===== src/sv/gbwns_pkg.sv =====
// ----------------------------------------------------------------------------
// gbwns_pkg
// Shared constants, register and command codes, and structs for the grid box
// window neighbour sum block.
// ----------------------------------------------------------------------------
package gbwns_pkg;

   localparam int MAX_DIMS       = 3;
   localparam int SIDE_MAX       = 16;
   localparam int WINDOW_MAX     = 7;
   localparam int COUNT_BITS_DEF = 16;

   localparam int DIM_N   = 3;
   localparam int CMD_W   = 2;
   localparam int BOX_W   = 12;
   localparam int COORD_W = 4;
   localparam int NB_W    = 9;
   localparam int SUM_W   = 32;
   localparam int DIMS_W  = 2;
   localparam int NP_W    = 5;
   localparam int WIN_W   = 3;

   localparam int STORE_DEPTH = 4096;
   localparam int ADDR_W      = $clog2(STORE_DEPTH);

   localparam int DIMS_EFF_MAX = (MAX_DIMS < DIM_N) ? MAX_DIMS : DIM_N;
   localparam int WIN_EFF_MAX  = (WINDOW_MAX < (2**WIN_W - 1)) ? WINDOW_MAX : (2**WIN_W - 1);
   localparam int HALF_MAX     = (WIN_EFF_MAX - 1) / 2;
   localparam int HALF_W       = (HALF_MAX < 2) ? 1 : $clog2(HALF_MAX + 1);
   localparam int OFS_W        = HALF_W + 1;
   localparam int POS_W        = $clog2(2**COORD_W + HALF_MAX) + 1;
   localparam int UPOS_W       = POS_W - 1;
   localparam int S2_W         = 2 * NP_W;
   localparam int IDX_W        = UPOS_W + S2_W + 1;

   localparam int REQ_DATA_W = ((BOX_W + DIM_N * COORD_W + 7) / 8) * 8;
   localparam int RSP_USED_W = NB_W + SUM_W + 1;
   localparam int RSP_DATA_W = ((RSP_USED_W + 7) / 8) * 8;

   localparam int CSR_DATA_W = 32;
   localparam int CSR_ADDR_W = 5;
   localparam int REG_IDX_W  = CSR_ADDR_W - 2;

   localparam logic [CMD_W-1:0] CMD_COUNT = 2'd0;
   localparam logic [CMD_W-1:0] CMD_QUERY = 2'd1;
   localparam logic [CMD_W-1:0] CMD_CLEAR = 2'd2;

   localparam logic [REG_IDX_W-1:0] REG_DIMS    = 3'd0;
   localparam logic [REG_IDX_W-1:0] REG_PARTS_0 = 3'd1;
   localparam logic [REG_IDX_W-1:0] REG_PARTS_1 = 3'd2;
   localparam logic [REG_IDX_W-1:0] REG_PARTS_2 = 3'd3;
   localparam logic [REG_IDX_W-1:0] REG_WINDOW  = 3'd4;
   localparam logic [REG_IDX_W-1:0] REG_MAX_SUM = 3'd5;

   localparam logic [DIMS_W-1:0] DIMS_RST    = 2'd2;
   localparam logic [NP_W-1:0]   PARTS_RST   = 5'd16;
   localparam logic [WIN_W-1:0]  WINDOW_RST  = 3'd3;
   localparam logic [SUM_W-1:0]  MAX_SUM_RST = '1;

   typedef struct packed {
      logic [DIMS_W-1:0]           nd;
      logic [HALF_W-1:0]           half;
      logic [DIM_N-1:0][NP_W-1:0]  np;
      logic [SUM_W-1:0]            max_sum;
   } cfg_type;

   typedef struct packed {
      logic valid;
      logic in_grid;
      logic hit;
      logic last;
   } tag_type;

   typedef struct packed {
      tag_type             tag;
      logic [ADDR_W-1:0]   addr;
   } pos_type;

endpackage


===== src/sv/gbwns_accum.sv =====
// ----------------------------------------------------------------------------
// gbwns_accum
// Shared accumulator: neighbour counter, saturating window sum and the limit
// compare.
// ----------------------------------------------------------------------------
module gbwns_accum #(
   parameter int COUNT_BITS = gbwns_pkg::COUNT_BITS_DEF
) (
   input  logic                             clock,
   input  logic                             start,
   input  gbwns_pkg::tag_type               tag,
   input  logic [COUNT_BITS-1:0]            value,
   input  logic [gbwns_pkg::SUM_W-1:0]      max_sum,
   output logic [gbwns_pkg::NB_W-1:0]       neighbours,
   output logic [gbwns_pkg::SUM_W-1:0]      window_sum,
   output logic                             too_many
);

   localparam int WIDE_W = gbwns_pkg::SUM_W + 1;

   logic [gbwns_pkg::NB_W-1:0]     count_ff, count_in;
   logic [gbwns_pkg::SUM_W-1:0]    sum_ff, sum_in;
   logic [WIDE_W-1:0]              sum_wide;
   logic [COUNT_BITS-1:0]          addend;

   assign neighbours = count_ff;
   assign window_sum = sum_ff;
   assign too_many   = sum_ff > max_sum;

   always_comb begin
      addend   = tag.hit ? value : '0;
      sum_wide = {1'b0, sum_ff} + WIDE_W'(addend);
      count_in = count_ff;
      sum_in   = sum_ff;
      if (start) begin
         count_in = '0;
         sum_in   = '0;
      end else if (tag.valid) begin
         count_in = count_ff + gbwns_pkg::NB_W'(tag.in_grid);
         sum_in   = sum_wide[WIDE_W-1] ? '1 : sum_wide[gbwns_pkg::SUM_W-1:0];
      end
   end

   always_ff @(posedge clock) begin
      count_ff <= count_in;
      sum_ff   <= sum_in;
   end

endmodule


===== config.mk =====
export PLATFORM = sky130hd
export DESIGN_NAME = gbwns_accum
export DESIGN_NICKNAME = d
export VERILOG_FILES = /design/src/sv/gbwns_pkg.sv /design/src/sv/gbwns_accum.sv
export SDC_FILE = /design/constraint.sdc
export NUM_CORES = 1
export LEC_CHECK = 0
export BUFFER_PORTS_ARGS = -buffer_cell sky130_fd_sc_hd__buf_4
export CELL_PAD_IN_SITES_DETAIL_PLACEMENT = 1
export CELL_PAD_IN_SITES_GLOBAL_PLACEMENT = 1
export CORE_MARGIN = 2
export CORE_UTILIZATION = 35
export DETAILED_ROUTE_END_ITERATION = 12
export HOLD_SLACK_MARGIN = 0.08
export PLACE_DENSITY_LB_ADDON = 0.05
export SLEW_MARGIN = 20
export SYNTH_ARGS = -nofsm -noshare
export SYNTH_HDL_FRONTEND = slang
export SYNTH_SLANG_ARGS = --single-unit

===== constraint.sdc =====
create_clock -name clock -period 2.5 [get_ports clock]
set_input_delay 0.125 -clock clock [delete_from_list [all_inputs] [get_ports clock]]
set_output_delay 0.125 -clock clock [all_outputs]
set_load 0.005 [all_outputs]

---- After elaboration in Yosys (flattened, before gate mapping) ----
Cells that the tools add are included.
word-level totals
  flip-flop bits (word level) ............. 41
  output and inout bits ................... 42
cells by class
  mux-type cells .......................... 2
  $add $sub $neg .......................... 2
  order comparisons ....................... 1
operators by type and width
  kind              count
  $add A32 B16 Y33  1
  $gt A32 B32 Y1    1
  $mux W32          1
  $mux W16          1
  $add A9 B1 Y9     1

---- Depth between registers and ports, before layout ----
  word-level depth ........................ 3
  gate-level depth with buffers ........... 11
  gate-level depth less buffers ........... 9

---- Worst setup path after synthesis ----
No wires, ideal clock.
  path kind ............................... input to register
  start point ............................. in tag[1] (netlist name)
  end point ............................... reg sum_ff (netlist bit window_sum[29])
  arrival ................................. 2.289 ns
  path buffers ............................ 2
  slack ................................... 0.075 ns
  library setup time ...................... 0.136 ns
  stages .................................. 11
  cells stage by stage .................... clkbuf_1 -> and2_1 -> ha_1 -> fa_1 -> a211oi_1 -> o21ai_2 -> o211ai_1 -> a21o_1 -> buf_2 -> o2111a_1 -> a211oi_2
on the way
  longest elaborated chain between the ends .. 3
RTL lines
  element                 RTL line           source
  start: declaration      gbwns_accum.sv:11  input gbwns_pkg::tag_type tag,
  $mux W16                gbwns_accum.sv:31  addend = tag.hit ? value : '0;
  $add A32 B16 Y33        gbwns_accum.sv:32  sum_wide = {1'b0, sum_ff} + WIDE_W'(addend);
  $mux W32                gbwns_accum.sv:40  sum_in = sum_wide[WIDE_W-1] ? '1 : sum_wide[gbwns_pkg::SUM_W-1:0];
  end signal: assignment  gbwns_accum.sv:46  sum_ff <= sum_in;
  end: declaration        gbwns_accum.sv:22  logic [gbwns_pkg::SUM_W-1:0] sum_ff, sum_in;
No other way between the ends.
A chain may end at the register's enable or synchronous reset.

---- Worst setup path after layout ----
  start point ............................. reg sum_ff (netlist bit window_sum[27])
  end point ............................... out too_many
on the way
  longest elaborated chain between the ends .. 1
RTL lines
  element           RTL line           source
  $gt A32 B32 Y1    gbwns_accum.sv:28  assign too_many = sum_ff > max_sum;
  end: declaration  gbwns_accum.sv:16  output logic too_many
No other way between the ends.

==> results.sh <==
export IMPL_critPathSlowestCell="dfxtp_2"
export IMPL_ys_top_cells_by_area="dfxtp_1 22%, ha_1 17%, inv_1 4.4%"
export IMPL_maxSlewHeadroom_pct=64.1
export IMPL_vdd_drop_max_mv=0.176
export IMPL_cp_end_kind="primary output"
export IMPL_seq_area_frac_synth_pct=22.4
export IMPL_drtIter0Drc=79
export IMPL_synth_top_family_by_area="compound AO/OA/AOI/OAI gates"
export IMPL_timing_final_crit_share_pct=97.1
export IMPL_path_class="reg2out"
export IMPL_hold_viol=0
export IMPL_max_freq_mhz=412
export IMPL_rows=37
export IMPL_slowest_delay_ns=0.35
export IMPL_dieHeight_um=106
export IMPL_pre_cts_slack_ns=-0.123
export IMPL_netlist_area_leader_share_pct=22.4
export IMPL_root_buffer="clkbuf_8"
export IMPL_core_um2=10200
export IMPL_grt_use_total_pct=20.9
export IMPL_cp_required_ns=2.38
export IMPL_dpl_instance_area_um2=4850
export IMPL_cts_tree="yes"
export IMPL_hold_class="in2reg"
export IMPL_grt_pass1_wl_mm=19.1
export IMPL_synth_cells=453
export IMPL_grt_start_max_net_pins=44
export IMPL_ctsHoldBuffers=0
export IMPL_synth_simple_area_share_pct=21.7
export IMPL_holdPathStages=4
export IMPL_n_antenna_cell=0
export IMPL_clk_pin_slew_worst_paths_ns=0.09
export IMPL_synth_edff_count=0
export IMPL_io_pins=96
export IMPL_route_met2_wl_mm=5.74
export IMPL_drive_above_1_share_pct=32.4
export IMPL_die_w_um=106
export IMPL_routed_wl_mm=12.0
export IMPL_cts_sinks=41
export IMPL_cts_buffers=5
export IMPL_synth_nets=558
export IMPL_fin_area_um2=5120
export IMPL_setup_ws_ns=0.0725
export IMPL_wl_per_cell_um=16.5
export IMPL_nets=700
export IMPL_wl_met1_mm=5.65
export IMPL_clock_latency_ns=0.31
export IMPL_die_area_um2=11300
export IMPL_hpwl_mm=9.50
export IMPL_place_congestion=0.855
export IMPL_layout_min_cycle_time_ns=2.43
export IMPL_ant_nets=0
export IMPL_drc=0
export IMPL_power_density_nw_per_um2=365
export IMPL_clock_path_buffers=2
export IMPL_area_delta_synth_final_pct=39.5
export IMPL_port_buffers=94
export IMPL_netlist_area_um2=3670
export IMPL_finalMaxSlewViolations=0
export IMPL_path_common_cell="nand4_1"
export IMPL_synth_distinct_cells=57
export IMPL_finClkSkew_ns=0.0120
export IMPL_floorplan_initialDensity_pct=35.9
export IMPL_synth_top_area_cell="dfxtp_1"
export IMPL_drt_pass1_iter_count=4
export IMPL_synth_compound_area_share_pct=26.8
export IMPL_ys_flop_type="dfxtp_1"
export IMPL_grt_overflow_total=0
export IMPL_vias=4001
export IMPL_wl_met3_um=450
export IMPL_critPathMaxFanout=5
export IMPL_grt_pass1_vias=3924
export IMPL_worst_pin_slew_ns=0.536
export IMPL_cp_arrival_ns=2.30
export IMPL_leakagePower_nw=2.45
export IMPL_synthAdderAreaFrac_pct=17.6
export IMPL_htreeDepth=2
export IMPL_synth_mux_area_share_pct=0.819
export IMPL_yosys_warnings=0
export IMPL_antenna_found_initial=0
export IMPL_cp_cell_sequence="ha_1, nand4_1, nor2_2, and3_4, nand4_1, a41o_1, a31oi_1, buf_4"
export IMPL_setup_viol=0
export IMPL_cap_violations=0
export IMPL_synth_seq_cells=41
export IMPL_async_flop_share_pct=0
export IMPL_synth_xor_area_share_pct=4.06
export IMPL_syn_avg_cell_area_um2=8.10
export IMPL_rr_worst_depth=8
export IMPL_startpoint_type="flop"
export IMPL_status="finished clean"
export IMPL_vias_per_cell=5.47
export IMPL_routed_top_layer="met4"
## layer usage
layer,global-route usage [%],up-vias
met1,26.7,1920
li1,-,1979
met5,0,-
met3,2.64,17
met2,36.7,85
met4,5.64,0
## area by class of cell
| class | count | area (um^2) |
|---|---|---|
| repair buffers | 153 | 1150 |
| clock buffers | 5 | 68.8 |
| flip-flops and latches | 41 | 832 |
| clock inverters | 3 | 46.3 |
| multi-input cells | 351 | 2690 |
| well taps | 136 | 170 |
| fillers | 1268 | 5110 |
| inverters | 43 | 161 |
## logic make-up (layout without fill, tap and decap cells)
| family | after synthesis | after routing |
|---|---|---|
| flip-flops | 41 | 41 |
| multiplexers | 3 | 3 |
| adder cells (fa/ha/maj) | 51 | 51 |
| AND/OR/NAND/NOR | 146 | 146 |
| buffers and inverters | 61 | 204 |
| AO/OA/AOI/OAI | 134 | 134 |
| XOR/XNOR | 17 | 17 |
## Yosys cell counts (3+ instances only)
library cell	instances
o41ai_1	3
xnor2_1	7
xor2_1	10
clkbuf_1	10
nand3_1	6
ha_1	50
a31oi_1	13
a211oi_1	10
nand2_1	24
and2_1	20
a21oi_1	29
buf_2	5
inv_1	43
o31a_1	3
o21bai_1	3
a311oi_1	8
and3_1	13
dfxtp_1	41
nor2_1	32
nor2b_1	6
or3_1	6
a311oi_2	3
nand4_1	16
nor3_1	10
and4_1	7
a21o_1	12
o21ai_0	19
mux2i_1	3
o211ai_1	3
## worst max-delay path, delay by kind of cell (launching register included)
family                     cells  cell delay, ns
buffers and inverters          1            0.13
AOI/OAI and AO/OA              2            0.47
DFF                            1            0.35
adders and majority gates      1            0.30
and+or+nand+nor                4            0.74
## flip-flops by register name (all words and copies together) (netlist names)
| name | flops |
|---|---|
| window_sum | 32 |
| neighbours | 9 |
## where the power goes
part	total (mW)	switching (mW)	internal (mW)	leakage [nW]
clock	0.567	0.267	0.299	0.0543
sequential	0.702	0.0244	0.677	0.337
combinational	0.599	0.294	0.305	2.06
total	1.87	0.586	1.28	2.45
## stage by stage
stage	TNS (ns)	power [mW]	hold WS, ns	instances	util [%]
5_1_grt	-0.0216	1.99	0.200	732	50.0
4_1_cts	0	1.88	0.172	725	48.9
6_report	0	1.87	0.180	732	50.0
3_3_place_gp	-0.571	1.28	0.475	717	47.4
3_5_place_dp	-1.31	1.30	0.487	717	47.4
2_1_floorplan	0	1.03	0.386	453	-
## cells in the final DEF, fill, tap and decap left out, types with 16 or more instances in the layout
master     n
buf_4    153
a21oi_1   27
nor2_1    31
and2_1    19
ha_1      46
inv_1     43
o21ai_0   19
dfxtp_1   36
nand4_1   16
nand2_1   24
## worst paths after layout
kind | start | to | slack, ns
worst max-delay path | window_sum[27] | too_many | 0.07
worst min-delay path | tag[2] | neighbours[0] | 0.18
worst max register to register | window_sum[3] | window_sum[26] | 0.11
worst min register to register | neighbours[8] | neighbours[8] | 0.49
## what timing repair did
item                       CTS  global route
setup endpoints to repair   22            16
buffers inserted             0             7
pin swaps                    4            12
resized for setup           11            12
No activity file was read; power rests on OpenSTA's default activity.
