==> config.mk <==
export PLATFORM = sky130hd
export DESIGN_NAME = gbwns_csr
export DESIGN_NICKNAME = d
export VERILOG_FILES = /design/src/sv/gbwns_pkg.sv /design/src/sv/gbwns_csr.sv
export SDC_FILE = /design/constraint.sdc
export NUM_CORES = 1
export LEC_CHECK = 0
export ABC_AREA = 1
export BUFFER_PORTS_ARGS = -buffer_cell sky130_fd_sc_hd__buf_2
export CAP_MARGIN = 20
export CORE_UTILIZATION = 50
export CTS_CLUSTER_DIAMETER = 120
export DETAILED_ROUTE_END_ITERATION = 10
export HOLD_SLACK_MARGIN = 0.08
export PLACE_DENSITY = 0.85
export SLEW_MARGIN = 20
export SYNTH_ARGS = -nofsm -noshare
export SYNTH_HDL_FRONTEND = slang
export SYNTH_SLANG_ARGS = --single-unit
==> constraint.sdc <==
create_clock -name clock -period 2.2 [get_ports clock]
set_clock_uncertainty 0.15 [all_clocks]
set_input_delay 0.11 -clock clock [delete_from_list [all_inputs] [get_ports clock]]
set_output_delay 0.11 -clock clock [all_outputs]
set_load 0.05 [all_outputs]
==> src/sv/gbwns_pkg.sv <==
// ----------------------------------------------------------------------------
// gbwns_pkg
// Shared constants, register and command codes, and structs for the grid box
// window neighbour sum block.
// ----------------------------------------------------------------------------
package gbwns_pkg;

   localparam int MAX_DIMS       = 3;
   localparam int SIDE_MAX       = 16;
   localparam int WINDOW_MAX     = 7;
   localparam int COUNT_BITS_DEF = 16;

   localparam int DIM_N   = 3;
   localparam int CMD_W   = 2;
   localparam int BOX_W   = 12;
   localparam int COORD_W = 4;
   localparam int NB_W    = 9;
   localparam int SUM_W   = 32;
   localparam int DIMS_W  = 2;
   localparam int NP_W    = 5;
   localparam int WIN_W   = 3;

   localparam int STORE_DEPTH = 4096;
   localparam int ADDR_W      = $clog2(STORE_DEPTH);

   localparam int DIMS_EFF_MAX = (MAX_DIMS < DIM_N) ? MAX_DIMS : DIM_N;
   localparam int WIN_EFF_MAX  = (WINDOW_MAX < (2**WIN_W - 1)) ? WINDOW_MAX : (2**WIN_W - 1);
   localparam int HALF_MAX     = (WIN_EFF_MAX - 1) / 2;
   localparam int HALF_W       = (HALF_MAX < 2) ? 1 : $clog2(HALF_MAX + 1);
   localparam int OFS_W        = HALF_W + 1;
   localparam int POS_W        = $clog2(2**COORD_W + HALF_MAX) + 1;
   localparam int UPOS_W       = POS_W - 1;
   localparam int S2_W         = 2 * NP_W;
   localparam int IDX_W        = UPOS_W + S2_W + 1;

   localparam int REQ_DATA_W = ((BOX_W + DIM_N * COORD_W + 7) / 8) * 8;
   localparam int RSP_USED_W = NB_W + SUM_W + 1;
   localparam int RSP_DATA_W = ((RSP_USED_W + 7) / 8) * 8;

   localparam int CSR_DATA_W = 32;
   localparam int CSR_ADDR_W = 5;
   localparam int REG_IDX_W  = CSR_ADDR_W - 2;

   localparam logic [CMD_W-1:0] CMD_COUNT = 2'd0;
   localparam logic [CMD_W-1:0] CMD_QUERY = 2'd1;
   localparam logic [CMD_W-1:0] CMD_CLEAR = 2'd2;

   localparam logic [REG_IDX_W-1:0] REG_DIMS    = 3'd0;
   localparam logic [REG_IDX_W-1:0] REG_PARTS_0 = 3'd1;
   localparam logic [REG_IDX_W-1:0] REG_PARTS_1 = 3'd2;
   localparam logic [REG_IDX_W-1:0] REG_PARTS_2 = 3'd3;
   localparam logic [REG_IDX_W-1:0] REG_WINDOW  = 3'd4;
   localparam logic [REG_IDX_W-1:0] REG_MAX_SUM = 3'd5;

   localparam logic [DIMS_W-1:0] DIMS_RST    = 2'd2;
   localparam logic [NP_W-1:0]   PARTS_RST   = 5'd16;
   localparam logic [WIN_W-1:0]  WINDOW_RST  = 3'd3;
   localparam logic [SUM_W-1:0]  MAX_SUM_RST = '1;

   typedef struct packed {
      logic [DIMS_W-1:0]           nd;
      logic [HALF_W-1:0]           half;
      logic [DIM_N-1:0][NP_W-1:0]  np;
      logic [SUM_W-1:0]            max_sum;
   } cfg_type;

   typedef struct packed {
      logic valid;
      logic in_grid;
      logic hit;
      logic last;
   } tag_type;

   typedef struct packed {
      tag_type             tag;
      logic [ADDR_W-1:0]   addr;
   } pos_type;

endpackage

==> src/sv/gbwns_csr.sv <==
// ----------------------------------------------------------------------------
// gbwns_csr
// Configuration registers behind the bus port, with the clamped working
// values handed to the datapath.
// ----------------------------------------------------------------------------
module gbwns_csr (
   input  logic                                clock,
   input  logic                                reset,
   input  logic                                csr_psel,
   input  logic                                csr_penable,
   input  logic                                csr_pwrite,
   input  logic [gbwns_pkg::CSR_ADDR_W-1:0]    csr_paddr,
   input  logic [gbwns_pkg::CSR_DATA_W-1:0]    csr_pwdata,
   output logic [gbwns_pkg::CSR_DATA_W-1:0]    csr_prdata,
   output logic                                csr_pready,
   output gbwns_pkg::cfg_type                  cfg
);

   logic [gbwns_pkg::DIMS_W-1:0]                        dims_ff, dims_in;
   logic [gbwns_pkg::DIM_N-1:0][gbwns_pkg::NP_W-1:0]    parts_ff, parts_in;
   logic [gbwns_pkg::WIN_W-1:0]                         window_ff, window_in;
   logic [gbwns_pkg::SUM_W-1:0]                         max_sum_ff, max_sum_in;
   logic [gbwns_pkg::REG_IDX_W-1:0]                     reg_idx;
   logic                                                wr;
   logic [gbwns_pkg::WIN_W-1:0]                         win_eff;

   assign csr_pready = 1'b1;
   assign reg_idx    = csr_paddr[gbwns_pkg::CSR_ADDR_W-1:2];
   assign wr         = csr_psel && csr_penable && csr_pwrite;

   always_comb begin
      dims_in    = dims_ff;
      parts_in   = parts_ff;
      window_in  = window_ff;
      max_sum_in = max_sum_ff;
      if (wr) begin
         case (reg_idx)
            gbwns_pkg::REG_DIMS:    dims_in     = csr_pwdata[gbwns_pkg::DIMS_W-1:0];
            gbwns_pkg::REG_PARTS_0: parts_in[0] = csr_pwdata[gbwns_pkg::NP_W-1:0];
            gbwns_pkg::REG_PARTS_1: parts_in[1] = csr_pwdata[gbwns_pkg::NP_W-1:0];
            gbwns_pkg::REG_PARTS_2: parts_in[2] = csr_pwdata[gbwns_pkg::NP_W-1:0];
            gbwns_pkg::REG_WINDOW:  window_in   = csr_pwdata[gbwns_pkg::WIN_W-1:0];
            gbwns_pkg::REG_MAX_SUM: max_sum_in  = csr_pwdata[gbwns_pkg::SUM_W-1:0];
            default: ;
         endcase
      end
   end

   always_ff @(posedge clock) begin
      if (reset) begin
         dims_ff    <= gbwns_pkg::DIMS_RST;
         parts_ff   <= {gbwns_pkg::DIM_N{gbwns_pkg::PARTS_RST}};
         window_ff  <= gbwns_pkg::WINDOW_RST;
         max_sum_ff <= gbwns_pkg::MAX_SUM_RST;
      end else begin
         dims_ff    <= dims_in;
         parts_ff   <= parts_in;
         window_ff  <= window_in;
         max_sum_ff <= max_sum_in;
      end
   end

   always_comb begin
      case (reg_idx)
         gbwns_pkg::REG_DIMS:
            csr_prdata = gbwns_pkg::CSR_DATA_W'(dims_ff);
         gbwns_pkg::REG_PARTS_0:
            csr_prdata = gbwns_pkg::CSR_DATA_W'(parts_ff[0]);
         gbwns_pkg::REG_PARTS_1:
            csr_prdata = gbwns_pkg::CSR_DATA_W'(parts_ff[1]);
         gbwns_pkg::REG_PARTS_2:
            csr_prdata = gbwns_pkg::CSR_DATA_W'(parts_ff[2]);
         gbwns_pkg::REG_WINDOW:
            csr_prdata = gbwns_pkg::CSR_DATA_W'(window_ff);
         gbwns_pkg::REG_MAX_SUM:
            csr_prdata = gbwns_pkg::CSR_DATA_W'(max_sum_ff);
         default:
            csr_prdata = '0;
      endcase
   end

   // clamped working values
   always_comb begin
      if (dims_ff == '0) begin
         cfg.nd = gbwns_pkg::DIMS_W'(1);
      end else if (32'(dims_ff) > gbwns_pkg::DIMS_EFF_MAX) begin
         cfg.nd = gbwns_pkg::DIMS_W'(gbwns_pkg::DIMS_EFF_MAX);
      end else begin
         cfg.nd = dims_ff;
      end

      for (int i = 0; i < gbwns_pkg::DIM_N; i++) begin
         if (32'(parts_ff[i]) > gbwns_pkg::SIDE_MAX) begin
            cfg.np[i] = gbwns_pkg::NP_W'(gbwns_pkg::SIDE_MAX);
         end else begin
            cfg.np[i] = parts_ff[i];
         end
      end

      if (window_ff == '0) begin
         win_eff = gbwns_pkg::WIN_W'(1);
      end else if (32'(window_ff) > gbwns_pkg::WIN_EFF_MAX) begin
         win_eff = gbwns_pkg::WIN_W'(gbwns_pkg::WIN_EFF_MAX);
      end else begin
         win_eff = window_ff;
      end
      cfg.half    = gbwns_pkg::HALF_W'((win_eff - gbwns_pkg::WIN_W'(1)) >> 1);
      cfg.max_sum = max_sum_ff;
   end

endmodule

# Word-level counts from Yosys, hierarchy flattened
# Cells that the tools add are included.
op_classes:
  n_lt_le_gt_ge: 3
  add_sub_neg: 1
  n_eq_ne: 5
  n_reduce_logical: 11
  n_mux: 6
ops:
  columns: ["op", "n"]
  rows:
  - ["$pmux 32 s6", 1]
  - ["$gt 5x5->1 const B", 3]
  - ["$mux 5", 3]
  - ["$reduce_and 2->1", 6]
  - ["$eq 3x2->1 const B", 2]
  - ["$eq 3x3->1 const B", 2]
  - ["$logic_not 3->1", 2]
  - ["$eq 3x1->1 const B", 1]
  - ["$mux 3", 1]
  - ["$sub 3x1->3 const B", 1]
  - ["$logic_and 1x1->1", 2]
  - ["$logic_not 2->1", 1]
  - ["$mux 2", 1]
totals:
  word_cells: 32
  register_bits: 52
  out_inout_bits: 84

# Depth between registers and ports, before layout
logic_depth:
  word_depth: 3
  depth_mapped: 8
  ltp_nobuf: 7

# Worst setup path before layout
# OpenSTA, ideal clock, no wires.
synth_path:
  path_type: "reg-to-output"
  start: "register parts_ff[5] (netlist name)"
  end: "output port cfg[38] (netlist name)"
  path_buffers: 0
  t_arrival_ns: 1.660
  path_stages_with_launch: 4
  slack_ns: 0.280
  cell_sequence: "dfxtp_1 > nor3_1 > nand2_1 > a21boi_0"
synth_lines:
  columns: ["element", "line_no", "rtl"]
  rows:
  - ["from (decl)", "gbwns_csr.sv:20", "logic [gbwns_pkg::DIM_N-1:0][gbwns_pkg::NP_W-1:0] parts_ff, parts_in;"]
  - ["from (signal assigned)", "gbwns_csr.sv:52", "parts_ff <= {gbwns_pkg::DIM_N{gbwns_pkg::PARTS_RST}};"]
  - ["from (signal assigned)", "gbwns_csr.sv:57", "parts_ff <= parts_in;"]
  - ["to (decl)", "gbwns_csr.sv:16", "output gbwns_pkg::cfg_type cfg"]

# Final worst setup path
layout_path:
  start: "input port csr_paddr[2] (netlist name)"
  end: "output port csr_prdata[22] (netlist name)"
layout_between:
  elab_chain_len: 2
layout_rtl:
  columns: ["element", "line_no", "rtl"]
  rows:
  - ["from (decl)", "gbwns_csr.sv:12", "input logic [gbwns_pkg::CSR_ADDR_W-1:0] csr_paddr,"]
  - ["$eq 3x3->1, or another cell as far along", "gbwns_csr.sv:64", "case (reg_idx)"]
  - ["$pmux 32 s6 *", "gbwns_csr.sv:64", null]
  - ["to (decl)", "gbwns_csr.sv:14", "output logic [gbwns_pkg::CSR_DATA_W-1:0] csr_prdata,"]
# Every way passes the cells marked *; elsewhere a longest branch is shown, timed or not.

==> key figures <==
Status
  – Status: completed

Route
  – Vias per cell: ~5
  – WL/cell: approximately 13 µm
  – Total number of vias: 3192
  – Antenna viol nets, final: 0
  – Starting DRT DRC Count: approximately 300
  – Post-Route WL: ~8000 µm
  – DRC errors left: 0
  – Pre-antenna DRT Iters: 5

STA
  – Final Setup Violations: 0
  – Period utilization: about four fifths
  – Final hold vios: 0
  – Fmax: around 0.57 GHz
  – Setup TNS Final: 0 ns
  – Final Slew Violations: 0
  – RSZ-0062 raised after global routing: no
  – Final min period: 1.74 ns
  – Tightest Pin Transition: ~0.54 ns
  – Max-slew headroom: between 60% and 70%

Critical path
  – Worst R2R Path Depth: 2
  – Crit start category: primary input
  – Slowest stage cell, crit path: buf_4
  – Slowest cell delay on critical path: 0.32 ns
  – Crit end category: primary output
  – Most used cell, CP: buf_2
  – Max Fanout on Critical Path: 36
  – Cells along the critical path: buf_2 > nand3_4 > buf_4 > nor2_1 > buf_2
  – WP data arrival: 1.48 ns
  – Crit Path Class: in2out
  – Worst EP required: 1.94 ns

Clock tree
  – Cts bufs inserted: 5
  – TritonCTS clock tree: done
  – Later-pin clock latency in the skew report: 0.31 ns
  – Clock buffer depth: 2
  – Post-CTS Repair Setup Buffers: 0
  – CTS Sinks: 52
  – H-Tree Level Count: 2
  – Clock-pin slew on the worst setup and hold paths: roughly 0.080 ns
  – CTS root buf: clkbuf_8

Finish
  – Fillers: 422
  – Share of cells above drive strength 1: 26.5%
  – Area Overhead vs Synth: 38.6%
  – Final net count: 600
  – Ant diodes: 0

Synthesis
  – Syn avg cell area: around 6.4 µm²
  – Number of enable flip-flop cells after synthesis: 0
  – Area leader, netlist: dfxtp_1
  – Syn_nets: 461
  – Ys Warns: 0
  – Area share of the largest cell type after synthesis: roughly 39%
  – Sequential share of the synthesized area: 38.6%
  – Synth Cell Area: around 0.0027 mm²
  – Most common cell in the netlist: nor2_1
  – Post-Synthesis Cells: 418
  – Yosys reg bits: 52
  – Synth top cells by count: nor2_1 (87), nand2_1 (78), nand3_1 (57)
  – Primary FF master, synth: dfxtp_1
  – Netlist cell types: 26
  – Largest cells by area after synthesis: dfxtp_1 (39%), nor2_1 (12%), nand2_1 (11%)
  – Asr flop ratio synth: 0%

Pwr
  – PwrDens: 541 mW/mm²
  – Final total power: between 2 and 2.5 mW
  – Peak supply drop: 0.402 mV
  – Leakage: around 2.0 nW

Floorplan
  – Die Area: between 0.005 and 0.006 mm²
  – Die Y: around 75 µm
  – Die X: 75.4 µm
  – Initial Utilization: roughly 52%
  – Cell Rows: 26
  – # IOs: about 130
  – Core area: 0.00514 mm²

Placed design
  – # port buffers: ~120
  – GPL Wtd Cong: ~0.87
  – Dpl hpwl: between 5000 and 6000 µm

Hold path
  – Hold depth: 5
  – Min-delay worst type: in2reg

Global routing
  – First-pass GRT wire length: 12400 µm
  – Total GRT Usage: about 29%
  – Vias in the first global route: between 2000 and 3000
  – Largest net degree at the start of global routing: 53
  – Total congestion overflow: 0
  – Initial antenna violation count: 0

Run
  – Max-cap viol count: 0
cell families after synthesis:
family,after synthesis,synth area share [%]
other cells,1,0.139
compound gates,39,7.43
buf+inv,81,12.9
simple gates,243,40.1
flops,52,38.6
fa+ha+maj,1,0.464
xor+xnor,1,0.325
layer usage:
layer  GRT usage (%)  up-vias  routed length, µm
met1            33.4     1444               3160
met3            7.41       19                641
met5               0        -                  0
li1                -     1575                  -
met4            10.1        0                172
met2            50.5      154               4060
power breakdown:
group	total (mW)	internal, mW	switching (mW)	leakage, nW
logic	0.401	0.123	0.279	1.51
registers	0.964	0.953	0.0105	0.421
clock network	0.655	0.338	0.317	0.0552
total	2.02	1.41	0.606	1.99
what timing repair did:
action | 4_1_cts | 5_1_grt
hold endpoints to repair | 46 | 0
gates resized for setup | 0 | 0
hold buffers | 32 | 0
stage by stage:
step	setup slack (ns)	instances	hold slack [ns]	instance area [µm²]	util, %
finish	0.461	628	0.160	3730	72.6
global route	0.356	628	0.199	3730	72.6
CTS	0.439	628	0.148	3730	72.6
detailed placement	0.504	588	0.176	3310	64.3
global placement	0.545	588	0.171	3310	64.3
floorplan	0.280	418	0.0861	2690	-
area by class of cell:
| class | instances | area, µm² | share of cell area [%] |
|---|---|---|---|
| clock buffers | 6 | 72.6 | 1.94 |
| clock inverters | 2 | 35.0 | 0.938 |
| inverters | 53 | 204 | 5.46 |
| multi-input cells | 285 | 1310 | 35.0 |
| flip-flops and latches | 52 | 1040 | 27.9 |
| well taps | 70 | 87.6 | 2.35 |
| repair buffers | 160 | 988 | 26.5 |
sequential cells by signal, summed over array words and instances, names as in the netlist:
register	count
window_ff	3
parts_ff	15
dims_ff	2
max_sum_ff	32
cell usage in the layout, fill, tap and decap left out:
| master | instances |
|---|---|
| a21boi_0 | 2 |
| a21oi_1 | 1 |
| buf_12 | 1 |
| buf_2 | 122 |
| buf_4 | 5 |
| bufinv_16 | 1 |
| clkbuf_1 | 1 |
| clkbuf_8 | 5 |
| clkinv_1 | 1 |
| clkinv_2 | 1 |
| conb_1 | 1 |
| dfxtp_1 | 52 |
| dlygate4sd3_1 | 32 |
| ha_1 | 1 |
| inv_1 | 50 |
| inv_2 | 1 |
| inv_6 | 1 |
| nand2_1 | 78 |
| nand3_1 | 57 |
| nand3_2 | 2 |
| nand3_4 | 2 |
| nand4_1 | 9 |
| nor2_1 | 87 |
| nor2_2 | 3 |
| nor2_4 | 3 |
| nor3_1 | 1 |
| o21ai_0 | 36 |
| or2_2 | 1 |
| xor2_1 | 1 |
path summary, 6_finish.rpt:
kind                          startpoint                           to  slack (ns)
max reg2reg  max_sum_ff[13]$_SDFFE_PP1P_  max_sum_ff[13]$_SDFFE_PP1P_        1.35
min reg2reg     parts_ff[2]$_SDFFE_PP0P_     parts_ff[2]$_SDFFE_PP0P_        0.34
max                         csr_paddr[2]               csr_prdata[22]        0.46
min                         csr_paddr[4]    window_ff[1]$_SDFFE_PP1P_        0.16
critical path: cells and delay by family:
kind / cells / cell delay [ns]
and+or+nand+nor: 2 / 0.43
buffers and inverters: 3 / 0.92
Power figures use the tool's default switching activity.
