===== src/sv/gbwns_pkg.sv =====
// ----------------------------------------------------------------------------
// gbwns_pkg
// Shared constants, register and command codes, and structs for the grid box
// window neighbour sum block.
// ----------------------------------------------------------------------------
package gbwns_pkg;

   localparam int MAX_DIMS       = 3;
   localparam int SIDE_MAX       = 16;
   localparam int WINDOW_MAX     = 7;
   localparam int COUNT_BITS_DEF = 16;

   localparam int DIM_N   = 3;
   localparam int CMD_W   = 2;
   localparam int BOX_W   = 12;
   localparam int COORD_W = 4;
   localparam int NB_W    = 9;
   localparam int SUM_W   = 32;
   localparam int DIMS_W  = 2;
   localparam int NP_W    = 5;
   localparam int WIN_W   = 3;

   localparam int STORE_DEPTH = 4096;
   localparam int ADDR_W      = $clog2(STORE_DEPTH);

   localparam int DIMS_EFF_MAX = (MAX_DIMS < DIM_N) ? MAX_DIMS : DIM_N;
   localparam int WIN_EFF_MAX  = (WINDOW_MAX < (2**WIN_W - 1)) ? WINDOW_MAX : (2**WIN_W - 1);
   localparam int HALF_MAX     = (WIN_EFF_MAX - 1) / 2;
   localparam int HALF_W       = (HALF_MAX < 2) ? 1 : $clog2(HALF_MAX + 1);
   localparam int OFS_W        = HALF_W + 1;
   localparam int POS_W        = $clog2(2**COORD_W + HALF_MAX) + 1;
   localparam int UPOS_W       = POS_W - 1;
   localparam int S2_W         = 2 * NP_W;
   localparam int IDX_W        = UPOS_W + S2_W + 1;

   localparam int REQ_DATA_W = ((BOX_W + DIM_N * COORD_W + 7) / 8) * 8;
   localparam int RSP_USED_W = NB_W + SUM_W + 1;
   localparam int RSP_DATA_W = ((RSP_USED_W + 7) / 8) * 8;

   localparam int CSR_DATA_W = 32;
   localparam int CSR_ADDR_W = 5;
   localparam int REG_IDX_W  = CSR_ADDR_W - 2;

   localparam logic [CMD_W-1:0] CMD_COUNT = 2'd0;
   localparam logic [CMD_W-1:0] CMD_QUERY = 2'd1;
   localparam logic [CMD_W-1:0] CMD_CLEAR = 2'd2;

   localparam logic [REG_IDX_W-1:0] REG_DIMS    = 3'd0;
   localparam logic [REG_IDX_W-1:0] REG_PARTS_0 = 3'd1;
   localparam logic [REG_IDX_W-1:0] REG_PARTS_1 = 3'd2;
   localparam logic [REG_IDX_W-1:0] REG_PARTS_2 = 3'd3;
   localparam logic [REG_IDX_W-1:0] REG_WINDOW  = 3'd4;
   localparam logic [REG_IDX_W-1:0] REG_MAX_SUM = 3'd5;

   localparam logic [DIMS_W-1:0] DIMS_RST    = 2'd2;
   localparam logic [NP_W-1:0]   PARTS_RST   = 5'd16;
   localparam logic [WIN_W-1:0]  WINDOW_RST  = 3'd3;
   localparam logic [SUM_W-1:0]  MAX_SUM_RST = '1;

   typedef struct packed {
      logic [DIMS_W-1:0]           nd;
      logic [HALF_W-1:0]           half;
      logic [DIM_N-1:0][NP_W-1:0]  np;
      logic [SUM_W-1:0]            max_sum;
   } cfg_type;

   typedef struct packed {
      logic valid;
      logic in_grid;
      logic hit;
      logic last;
   } tag_type;

   typedef struct packed {
      tag_type             tag;
      logic [ADDR_W-1:0]   addr;
   } pos_type;

endpackage


===== src/sv/gbwns_walk.sv =====
// ----------------------------------------------------------------------------
// gbwns_walk
// Window sequencer: steps the offset counters over the cube window, one
// position per cycle, and forms the in-grid test and the linear box address.
// ----------------------------------------------------------------------------
module gbwns_walk (
   input  logic                                            clock,
   input  logic                                            reset,
   input  logic                                            start,
   input  gbwns_pkg::cfg_type                              cfg,
   input  logic [gbwns_pkg::DIM_N-1:0][gbwns_pkg::COORD_W-1:0] centre,
   output gbwns_pkg::pos_type                              pos
);

   localparam int N  = gbwns_pkg::DIM_N;
   localparam int PW = gbwns_pkg::POS_W;
   localparam int UW = gbwns_pkg::UPOS_W;
   localparam int OW = gbwns_pkg::OFS_W;
   localparam int XW = gbwns_pkg::IDX_W;

   logic                               active_ff, active_in;
   logic [N-1:0]                       use_ff, use_in;
   logic signed [OW-1:0]               hi_ff [N];
   logic signed [OW-1:0]               hi_in [N];
   logic signed [OW-1:0]               ofs_ff [N];
   logic signed [OW-1:0]               ofs_in [N];
   logic [gbwns_pkg::COORD_W-1:0]      c_ff [N];
   logic [gbwns_pkg::COORD_W-1:0]      c_in [N];
   logic [gbwns_pkg::NP_W-1:0]         np_ff [N];
   logic [gbwns_pkg::NP_W-1:0]         np_in [N];
   logic [gbwns_pkg::S2_W-1:0]         s2_ff, s2_in;
   gbwns_pkg::pos_type                 pos_ff, pos_in;

   logic [PW-1:0]                      p [N];
   logic                               in_grid;
   logic                               carry;
   logic [XW-1:0]                      idx;

   assign pos = pos_ff;

   // position, in-grid test and linear address
   always_comb begin
      in_grid = 1'b1;
      for (int i = 0; i < N; i++) begin
         p[i] = {{(PW - gbwns_pkg::COORD_W){1'b0}}, c_ff[i]}
              + {{(PW - OW){ofs_ff[i][OW-1]}}, ofs_ff[i]};
         if (use_ff[i] && (p[i][PW-1] || (32'(p[i][UW-1:0]) >= 32'(np_ff[i])))) begin
            in_grid = 1'b0;
         end
      end
      idx = XW'(p[0][UW-1:0])
          + XW'(p[1][UW-1:0]) * XW'(np_ff[0])
          + XW'(p[2][UW-1:0]) * XW'(s2_ff);
   end

   always_comb begin
      active_in = active_ff;
      use_in    = use_ff;
      s2_in     = s2_ff;
      carry     = 1'b1;
      for (int i = 0; i < N; i++) begin
         hi_in[i]  = hi_ff[i];
         c_in[i]   = c_ff[i];
         np_in[i]  = np_ff[i];
         ofs_in[i] = ofs_ff[i];
         if (carry) begin
            if (ofs_ff[i] == hi_ff[i]) begin
               ofs_in[i] = -hi_ff[i];
            end else begin
               ofs_in[i] = ofs_ff[i] + OW'(1);
               carry     = 1'b0;
            end
         end
      end
      if (active_ff && carry) begin
         active_in = 1'b0;
      end

      if (start) begin
         active_in = 1'b1;
         s2_in     = gbwns_pkg::S2_W'(cfg.np[0]) * gbwns_pkg::S2_W'(cfg.np[1]);
         for (int i = 0; i < N; i++) begin
            use_in[i] = (i < int'(cfg.nd));
            np_in[i]  = cfg.np[i];
            if (use_in[i]) begin
               hi_in[i] = {1'b0, cfg.half};
               c_in[i]  = centre[i];
            end else begin
               hi_in[i] = '0;
               c_in[i]  = '0;
            end
            ofs_in[i] = -hi_in[i];
         end
      end

      pos_in.tag.valid   = active_ff;
      pos_in.tag.in_grid = in_grid;
      pos_in.tag.hit     = in_grid && (32'(idx) < gbwns_pkg::STORE_DEPTH);
      pos_in.tag.last    = carry;
      pos_in.addr        = idx[gbwns_pkg::ADDR_W-1:0];
   end

   always_ff @(posedge clock) begin
      if (reset) begin
         active_ff     <= 1'b0;
         pos_ff.tag    <= '0;
      end else begin
         active_ff     <= active_in;
         pos_ff.tag    <= pos_in.tag;
      end
      pos_ff.addr <= pos_in.addr;
   end

   always_ff @(posedge clock) begin
      use_ff      <= use_in;
      s2_ff       <= s2_in;
      for (int i = 0; i < N; i++) begin
         hi_ff[i]  <= hi_in[i];
         ofs_ff[i] <= ofs_in[i];
         c_ff[i]   <= c_in[i];
         np_ff[i]  <= np_in[i];
      end
   end

endmodule


===== config.mk =====
export PLATFORM = sky130hd
export DESIGN_NAME = gbwns_walk
export DESIGN_NICKNAME = d
export VERILOG_FILES = /design/src/sv/gbwns_pkg.sv /design/src/sv/gbwns_walk.sv
export SDC_FILE = /design/constraint.sdc
export NUM_CORES = 1
export LEC_CHECK = 0
export BUFFER_PORTS_ARGS = -buffer_cell sky130_fd_sc_hd__buf_2
export CAP_MARGIN = 20
export CORE_MARGIN = 10
export CORE_UTILIZATION = 50
export DETAILED_ROUTE_END_ITERATION = 6
export MAX_ROUTING_LAYER = met4
export PLACE_DENSITY = 0.7
export SETUP_SLACK_MARGIN = 0.2
export SLEW_MARGIN = 10
export SYNTH_ARGS = -nofsm -noshare
export SYNTH_HDL_FRONTEND = slang
export SYNTH_SLANG_ARGS = --single-unit

===== constraint.sdc =====
create_clock -name clock -period 6.4 [get_ports clock]
set_input_delay 0.96 -clock clock [delete_from_list [all_inputs] [get_ports clock]]
set_output_delay 0.96 -clock clock [all_outputs]
set_load 0.02 [all_outputs]

## After elaboration in Yosys (flattened, before gate mapping)

Memories as Yosys holds them, arrays and structs flattened.
Cells that the tools add are included.

| operators by class | value |
|---|---|
| add/subtract/negate cells | 14 |
| $mul | 3 |
| magnitude comparators | 7 |
| eq/ne operators | 3 |
| mux-type cells | 28 |
| reduce and logical (&&, ||, !) cells | 9 |

Operators by type and width:

| operator | count |
|---|---|
| $mux W3 | 8 |
| $mul A5 B5 Y10 | 2 |
| $add A5 B3 Y6 | 3 |
| $mux W9 | 2 |
| $neg A3 Y3 | 6 |
| $add A11 B15 Y16 | 1 |
| $lt A16 B13 Y1 const B | 1 |
| $ge A5 B5 Y1 | 3 |
| $mul A5 B10 Y15 | 1 |
| $mux W15 | 1 |
| $mux W12 | 1 |
| $mux W4 | 3 |
| $add A5 B10 Y11 | 1 |
| $mux W1 | 10 |
| $add A3 B2 Y3 const B | 3 |
| $eq A3 B3 Y1 | 3 |
| $mux W2 | 3 |
| $logic_and A1 B1 Y1 | 5 |
| $lt A1 B2 Y1 const A | 2 |
| $logic_or A1 B1 Y1 | 3 |
| $lt A2 B2 Y1 const A | 1 |
| $reduce_bool A2 Y1 | 1 |

| storage, ports and cells | value |
|---|---|
| register bits | 30 |
| bits in writable memories | 45 |
| input port bits | 66 |
| output and inout port bits | 16 |
| logic and storage cells | 76 |
| memories kept | 4 |

Memories:

| memory | words | width | rd ports | clocked after Yosys merged registers in | write ports | line | source |
|---|---|---|---|---|---|---|---|
| np_ff | 3 | 5 | 3 | 0 | 3 | gbwns_walk.sv:29 | `logic [gbwns_pkg::NP_W-1:0] np_ff [N];` |
| c_ff | 3 | 4 | 3 | 0 | 3 | gbwns_walk.sv:27 | `logic [gbwns_pkg::COORD_W-1:0] c_ff [N];` |
| hi_ff | 3 | 3 | 3 | 0 | 3 | gbwns_walk.sv:23 | `logic signed [OW-1:0] hi_ff [N];` |
| ofs_ff | 3 | 3 | 3 | 0 | 3 | gbwns_walk.sv:25 | `logic signed [OW-1:0] ofs_ff [N];` |

## Depth between registers and ports, before layout

Gate-level depths: netlist of run 1.
An unclocked memory read counts as a cell.

| logic depth | value |
|---|---|
| word-level depth | 9 |
| mapped depth | 24 |
| depth with buffers taken out | 23 |

## Worst setup path before layout of run 1

No wires, ideal clock.

| path | value |
|---|---|
| kind | register to register |
| start point | memory ofs_ff[0][6] (netlist bit) |
| end point | register pos_ff (netlist bit pos[13]) |
| setup time | 0.119 ns |
| data arrival time | 5.675 ns |
| data required time | 6.281 ns |
| slack | 0.606 ns |
| stages on the path, launching flop included | 25 |
| path buffers | 1 |
| period minus slack after synthesis | 5.794 ns |
| cells stage by stage | edfxtp_1 ha_1 fa_1 a21oi_1 nor2_1 nor2_1 xnor2_1 clkbuf_1 and2_1 fa_1 inv_1 fa_1 inv_1 fa_1 fa_1 inv_1 fa_1 inv_1 ha_1 nor2b_4 o211ai_2 a21boi_2 o41ai_4 mux2i_1 nor4_2 |

RTL lines:

| what | line | source |
|---|---|---|
| start, declared | gbwns_walk.sv:25 |  |
| end, declared | gbwns_walk.sv:32 | `gbwns_pkg::pos_type pos_ff, pos_in;` |

==> results.cfg, run 1 <==
[timing]
finClkSkew_ns = 0.0104
setup_total_negative_slack_ns = 0
final-hold-violation-count = 0
worst-slew-pin-transition_ns = 0.749
setup_repair_after_global_routing_missed_its_margin = no
timing.final.crit_share_pct = 93.7
setup_violations = 0
post-route-min-period_ns = 6.00
timing.slew.headroom_pct = 50.1
slew_limit_fails = 0
maxClockFrequency_mhz = 167

[setup_path]
crit_required_ns = 6.65
crit_slowest_cell = sky130_fd_sc_hd__fa_1
crit_start = ofs_ff[0][3]
worstReg2RegEnd = pos[13]
cp_top_family = adder cells
setup.worst_path.class = reg2reg
kind_of_start_point_of_the_critical_path = register
critical_path_depth = 23
crit_top_cell = sky130_fd_sc_hd__fa_1
critical_path_arrival_ns = 6.25
worst_r2r_startpoint = ofs_ff[0][3]
reg2regPathDepth = 23
setup.reg_to_reg.worst_slack_ns = 0.40
worst_setup_path_endpoint = pos[13]
crit_path_max_incr_delay_ns = 0.55
worstPathCellList = ha_1 > fa_2 > a21oi_1 > nor2_1 > nor2_2 > xnor2_2 > and2_1 > fa_1 > inv_1 > fa_1 > inv_1 > fa_1 > fa_1 > inv_1 > fa_1 > inv_1 > ha_4 > nor2b_4 > o211ai_2 > a21boi_2 > o41ai_4 > mux2i_1 > nor4_2
cp_max_fo = 6
worstPathBufferInverterCount = 4
timing.critical_path.to_type = register

[outcome]
outcome = complete, no violations

[clock_tree]
cts_inserted_buffers = 9
cts.root.buffer_cell = sky130_fd_sc_hd__clkbuf_16
clock_sink_count = 72
cts.path.max_buffers = 2
clkSlewWorstSetupHoldPaths_ns = 0.06
htree_num_levels = 3
cts_tree = built
worstSkewPairLatency_ns = 0.35

[floorplanning]
core_um2 = 13400
chipWidth_um = 138
top_level_port_count = 82
die-area_um2 = 19000
initial_core_utilization_pct = 51.7
fp.dieH_um = 138
placement_rows = 42

[cells_and_area]
layout-area-overhead-vs-synth_pct = 11.5
layout.core_utilization_pct = 57.7
design.final.nets = 976
final_layout_size_suffix_gt1_share_pct = 11.8
mostFrequentLayoutCells = 129 x sky130_fd_sc_hd__inv_1, 104 x sky130_fd_sc_hd__ha_1, 64 x sky130_fd_sc_hd__fa_1, 61 x sky130_fd_sc_hd__and2_1, 54 x sky130_fd_sc_hd__nand2_1
layout_fillers = 1148
layout.cells.most_common = sky130_fd_sc_hd__inv_1
antennaDiodeCount = 0

[logic_synthesis]
ys_ff_latch = 72
synth_seq_area_share_pct = 28.3
netlist-cell-type-count = 44
mappedNetlistNets = 919
synth-edff-count = 52
synthesis.instances = 683
synth_ff_type = sky130_fd_sc_hd__edfxtp_1
yosysWarnings = 0
post_synth_instance_area_um2 = 6930
synth_async_sr_flop_share_pct = 0
synth_area_per_cell_um2 = 10.1

[global_routing]
grt_pass1_wl_um = 21900
first_global_vias = 4941
grtUsageTotal_pct = 14.7
grt_antenna_before_repair = 0
grt_overflow = 0
grt_max_degree = 65

[route]
drt_pass1_iterations = 4
dr.first_iter.drc_count = 180
antenna_left = 0
wl_per_cell_um = 14.1
post-route-drc-count = 0
total_number_of_vias = 4704
vias_per_cell = 5.11
route.final.wire_length_um = 13000

[job]
cap_viol_max_count = 0

[worst_hold_path]
hp-class = reg2reg

[placement]
port_buffers = 49
gpl.final_weighted_congestion = 0.855
dp_hpwl_um = 10700
## worst min-delay path by stage
stage	startpoint	end	slack, ns	cells after the start
floorplan	active_ff	pos[15]	0.44	1
CTS	active_ff	pos[15]	0.48	1
finish	active_ff	pos[15]	0.48	1
detailed placement	active_ff	pos[15]	0.47	1
global route	active_ff	pos[15]	0.50	1
global placement	active_ff	pos[15]	0.45	1
## cell usage after synthesis (2+ instances only)
master	n	area share (%)
sky130_fd_sc_hd__nor2_1	31	1.7
sky130_fd_sc_hd__nand2_1	54	2.9
sky130_fd_sc_hd__ha_1	105	19
sky130_fd_sc_hd__edfxtp_1	52	23
sky130_fd_sc_hd__a221oi_1	2	0.25
sky130_fd_sc_hd__and2_1	61	5.5
sky130_fd_sc_hd__clkbuf_1	10	0.54
sky130_fd_sc_hd__a31oi_1	3	0.27
sky130_fd_sc_hd__o2111ai_1	2	0.25
sky130_fd_sc_hd__nor3_1	4	0.29
sky130_fd_sc_hd__nand2b_1	5	0.45
sky130_fd_sc_hd__nor2b_1	8	0.72
sky130_fd_sc_hd__xor2_1	17	2.1
sky130_fd_sc_hd__nand3_1	7	0.51
sky130_fd_sc_hd__or2_2	2	0.18
sky130_fd_sc_hd__a21oi_1	26	1.9
sky130_fd_sc_hd__o211ai_2	3	0.54
sky130_fd_sc_hd__dfxtp_1	20	5.8
sky130_fd_sc_hd__mux2i_1	7	1.0
sky130_fd_sc_hd__xnor2_1	17	2.1
sky130_fd_sc_hd__inv_1	129	7.0
sky130_fd_sc_hd__and3_1	6	0.54
sky130_fd_sc_hd__o21bai_1	3	0.32
sky130_fd_sc_hd__fa_1	65	19
sky130_fd_sc_hd__o21ai_0	12	0.87
sky130_fd_sc_hd__o21ai_1	5	0.36
sky130_fd_sc_hd__a21o_1	10	1.1
## stage by stage
stage                     hold WS, ns  cell area, um^2  setup slack (ns)  instances
after global routing            0.499             7730             0.203        921
final                           0.477             7730             0.404        921
after floorplan                 0.438             6930             0.606        683
after global placement          0.452             7390             0.378        902
after CTS                       0.477             7660             0.283        918
after detailed placement        0.469             7390             0.306        902
## metal layers
| metal | vias to the layer above | routed length (um) | global-route usage [%] |
|---|---|---|---|
| met5 | - | 0 | - |
| met4 | 0 | 270 | 6.03 |
| met3 | 23 | 378 | 1.82 |
| met2 | 77 | 6380 | 24.3 |
| met1 | 2274 | 5930 | 17.9 |
| li1 | 2330 | - | - |
## repair_timing
item                       in CTS  in global routing
gates resized for setup         0                  7
setup endpoints to repair       0                  1
hold buffers                    0                  0
setup buffers                   0                  3
## final cells by class
class / count / area [um^2] / share of cell area [%]
clock inverter: 7 / 47.5 / 0.615
inverter: 129 / 484 / 6.27
multi-input combinational: 472 / 4490 / 58.1
sequential: 72 / 1960 / 25.4
clock buffer: 9 / 225 / 2.91
tap: 176 / 220 / 2.85
timing repair buffer: 56 / 298 / 3.85
## state kept, by name, summed over array words and instances, names as in the netlist
signal,cells
active_ff,1
use_ff,3
s2_ff,10
hi_ff,6
ofs_ff,9
np_ff,15
c_ff,12
pos,16
## cell families (layout without fill, tap and decap cells)
| logic type | after synthesis | after routing | share of synthesized area [%] |
|---|---|---|---|
| buf+inv | 139 | 201 | 7.53 |
| compound gates | 78 | 78 | 7.69 |
| mux | 7 | 7 | 1.01 |
| xor+xnor | 34 | 34 | 4.30 |
| simple gates | 183 | 183 | 13.4 |
| fa+ha+maj | 170 | 170 | 37.7 |
| flops | 72 | 72 | 28.3 |
Power of run 1 is not shown: default switching activity piles up to over one toggle a cycle in this logic, so the estimate is an artifact.
==> run 2, diff against run 1 <==
--- a/config.mk
+++ b/config.mk
@@ -8,12 +8,12 @@
 export BUFFER_PORTS_ARGS = -buffer_cell sky130_fd_sc_hd__buf_2
 export CAP_MARGIN = 20
 export CORE_MARGIN = 10
-export CORE_UTILIZATION = 50
+export CORE_UTILIZATION = 38
 export DETAILED_ROUTE_END_ITERATION = 6
 export MAX_ROUTING_LAYER = met4
-export PLACE_DENSITY = 0.7
 export SETUP_SLACK_MARGIN = 0.2
 export SLEW_MARGIN = 10
 export SYNTH_ARGS = -nofsm -noshare
 export SYNTH_HDL_FRONTEND = slang
 export SYNTH_SLANG_ARGS = --single-unit
+export TNS_END_PERCENT = 50
==> results.cfg, run 2 (same netlist as run 1, synthesis figures left out) <==
[setup_path]
kind_of_start_point_of_the_critical_path = register
worstReg2RegEnd = pos[13]
setup.worst_path.class = reg2reg
critical_path_arrival_ns = 6.15
cp_top_family = adder cells
worst_r2r_startpoint = ofs_ff[0][6]
crit_path_max_incr_delay_ns = 0.54
crit_top_cell = sky130_fd_sc_hd__fa_1
reg2regPathDepth = 23
timing.critical_path.to_type = register
crit_slowest_cell = sky130_fd_sc_hd__fa_1
worstPathCellList = ha_1 > fa_1 > a21oi_1 > nor2_1 > nor2_1 > xnor2_1 > and2_1 > fa_1 > inv_1 > fa_1 > inv_1 > fa_1 > fa_1 > inv_1 > fa_1 > inv_1 > ha_4 > nor2b_4 > o211ai_2 > a21boi_2 > o41ai_4 > mux2i_1 > nor4_2
cp_max_fo = 4
worstPathBufferInverterCount = 4
crit_required_ns = 6.62
setup.reg_to_reg.worst_slack_ns = 0.47

[timing]
setup_total_negative_slack_ns = 0
setup_violations = 0
worst-slew-pin-transition_ns = 0.760
finalWorstSetupSlack_ns = 0.473
final-hold-violation-count = 0
maxClockFrequency_mhz = 169
timing.slew.headroom_pct = 49.3
timing.final.crit_share_pct = 92.6
setup_repair_after_global_routing_missed_its_margin = no
finClkSkew_ns = 0.0122
slew_limit_fails = 0
post-route-min-period_ns = 5.93

[cells_and_area]
mostFrequentLayoutCells = 129 x sky130_fd_sc_hd__inv_1, 102 x sky130_fd_sc_hd__ha_1, 65 x sky130_fd_sc_hd__fa_1, 61 x sky130_fd_sc_hd__and2_1, 54 x sky130_fd_sc_hd__nand2_1
final_layout_size_suffix_gt1_share_pct = 12.3
layout-area-overhead-vs-synth_pct = 13.3
largest_reg_flops = 16
layout_fillers = 1705
design.final.nets = 979
layout.cells.most_common = sky130_fd_sc_hd__inv_1
antennaDiodeCount = 0

[floorplanning]
top_level_port_count = 82
die-area_um2 = 24000
core_um2 = 18000
chipWidth_um = 155
fp.dieH_um = 155
initial_core_utilization_pct = 38.6
placement_rows = 49

[route]
dr.first_iter.drc_count = 185
vias_per_cell = 4.69
post-route-drc-count = 0
antenna_left = 0
drt_pass1_iterations = 4
route.final.wire_length_um = 12900
wl_per_cell_um = 13.2
total_number_of_vias = 4582

[global_routing]
grt_pass1_wl_um = 22500
grt_antenna_before_repair = 0
grt_overflow = 0
first_global_vias = 4805
grtUsageTotal_pct = 11.7
grt_max_degree = 65

[worst_hold_path]
worstHoldPathCells = 1
hold_path_end = pos[15]
hp-class = reg2reg
timing.hold.worst.start = active_ff

[clock_tree]
cts.path.max_buffers = 2
clock_sink_count = 72
htree_num_levels = 3
clkSlewWorstSetupHoldPaths_ns = 0.06
cts_tree = built
worstSkewPairLatency_ns = 0.35
cts.root.buffer_cell = sky130_fd_sc_hd__clkbuf_16
cts_inserted_buffers = 9

[placement]
dp_hpwl_um = 10500
port_buffers = 49
gpl.final_weighted_congestion = 0.828
dp_slack_ns = 0.281

[outcome]
outcome = complete, no violations

[job]
cap_viol_max_count = 0
## run 2: worst max-delay path by stage
stage / startpoint / end / slack [ns] / cells after the start
CTS: ofs_ff[0][3] / pos[13] / 0.24 / 23
finish: ofs_ff[0][6] / pos[13] / 0.47 / 23
global route: ofs_ff[0][5] / pos[13] / 0.19 / 20
detailed placement: ofs_ff[0][3] / pos[13] / 0.28 / 23
floorplan: ofs_ff[0][6] / pos[13] / 0.61 / 24
global placement: ofs_ff[0][3] / pos[13] / 0.29 / 23
## run 2: worst register-to-register path, cell delays in order, from the launching register on
cell	delay (ns)
sky130_fd_sc_hd__edfxtp_1	0.43
sky130_fd_sc_hd__ha_1	0.25
sky130_fd_sc_hd__fa_1	0.41
sky130_fd_sc_hd__a21oi_1	0.14
sky130_fd_sc_hd__nor2_1	0.05
sky130_fd_sc_hd__nor2_1	0.11
sky130_fd_sc_hd__xnor2_1	0.13
sky130_fd_sc_hd__and2_1	0.21
sky130_fd_sc_hd__fa_1	0.47
sky130_fd_sc_hd__inv_1	0.05
sky130_fd_sc_hd__fa_1	0.49
sky130_fd_sc_hd__inv_1	0.06
sky130_fd_sc_hd__fa_1	0.50
sky130_fd_sc_hd__fa_1	0.54
sky130_fd_sc_hd__inv_1	0.05
sky130_fd_sc_hd__fa_1	0.52
sky130_fd_sc_hd__inv_1	0.06
sky130_fd_sc_hd__ha_4	0.25
sky130_fd_sc_hd__nor2b_4	0.13
sky130_fd_sc_hd__o211ai_2	0.19
sky130_fd_sc_hd__a21boi_2	0.10
sky130_fd_sc_hd__o41ai_4	0.34
sky130_fd_sc_hd__mux2i_1	0.25
sky130_fd_sc_hd__nor4_2	0.06
## run 2: area by class of cell
cell class                      instances  area, um^2  area share, %
Multi-Input combinational cell        472        4480           57.0
Sequential cell                        72        1960           25.0
Inverter                              129         484           6.17
Timing Repair Buffer                   59         320           4.08
Tap cell                              229         287           3.65
Clock buffer                           10         229           2.92
Clock inverter                          6        91.3           1.16
## run 2: stage by stage
stage	util, %	area, um^2	cells	hold slack (ns)
floorplan	-	6930	683	0.438
global placement	41.5	7460	956	0.452
detailed placement	41.5	7460	956	0.460
CTS	43.3	7780	972	0.468
global route	43.7	7850	977	0.479
finish	43.7	7850	977	0.466
## run 2: routing by layer
metal | share of wire, % | GRT usage [%] | wire length [um] | up-vias
li1 | - | - | - | 2339
met1 | 49 | 14.9 | 6360 | 2175
met2 | 47 | 18.7 | 6040 | 59
met3 | 2.9 | 2.26 | 372 | 9
met4 | 1.2 | 3.24 | 155 | 0
met5 | 0 | - | 0 | -
## run 2: repair_timing
| item | CTS | global route |
|---|---|---|
| resized for setup | 0 | 6 |
| hold buffers | 0 | 0 |
| setup buffers | 0 | 5 |
| endpoints found under the setup margin | 0 | 1 |
Power of run 2 is left out for the same reason.
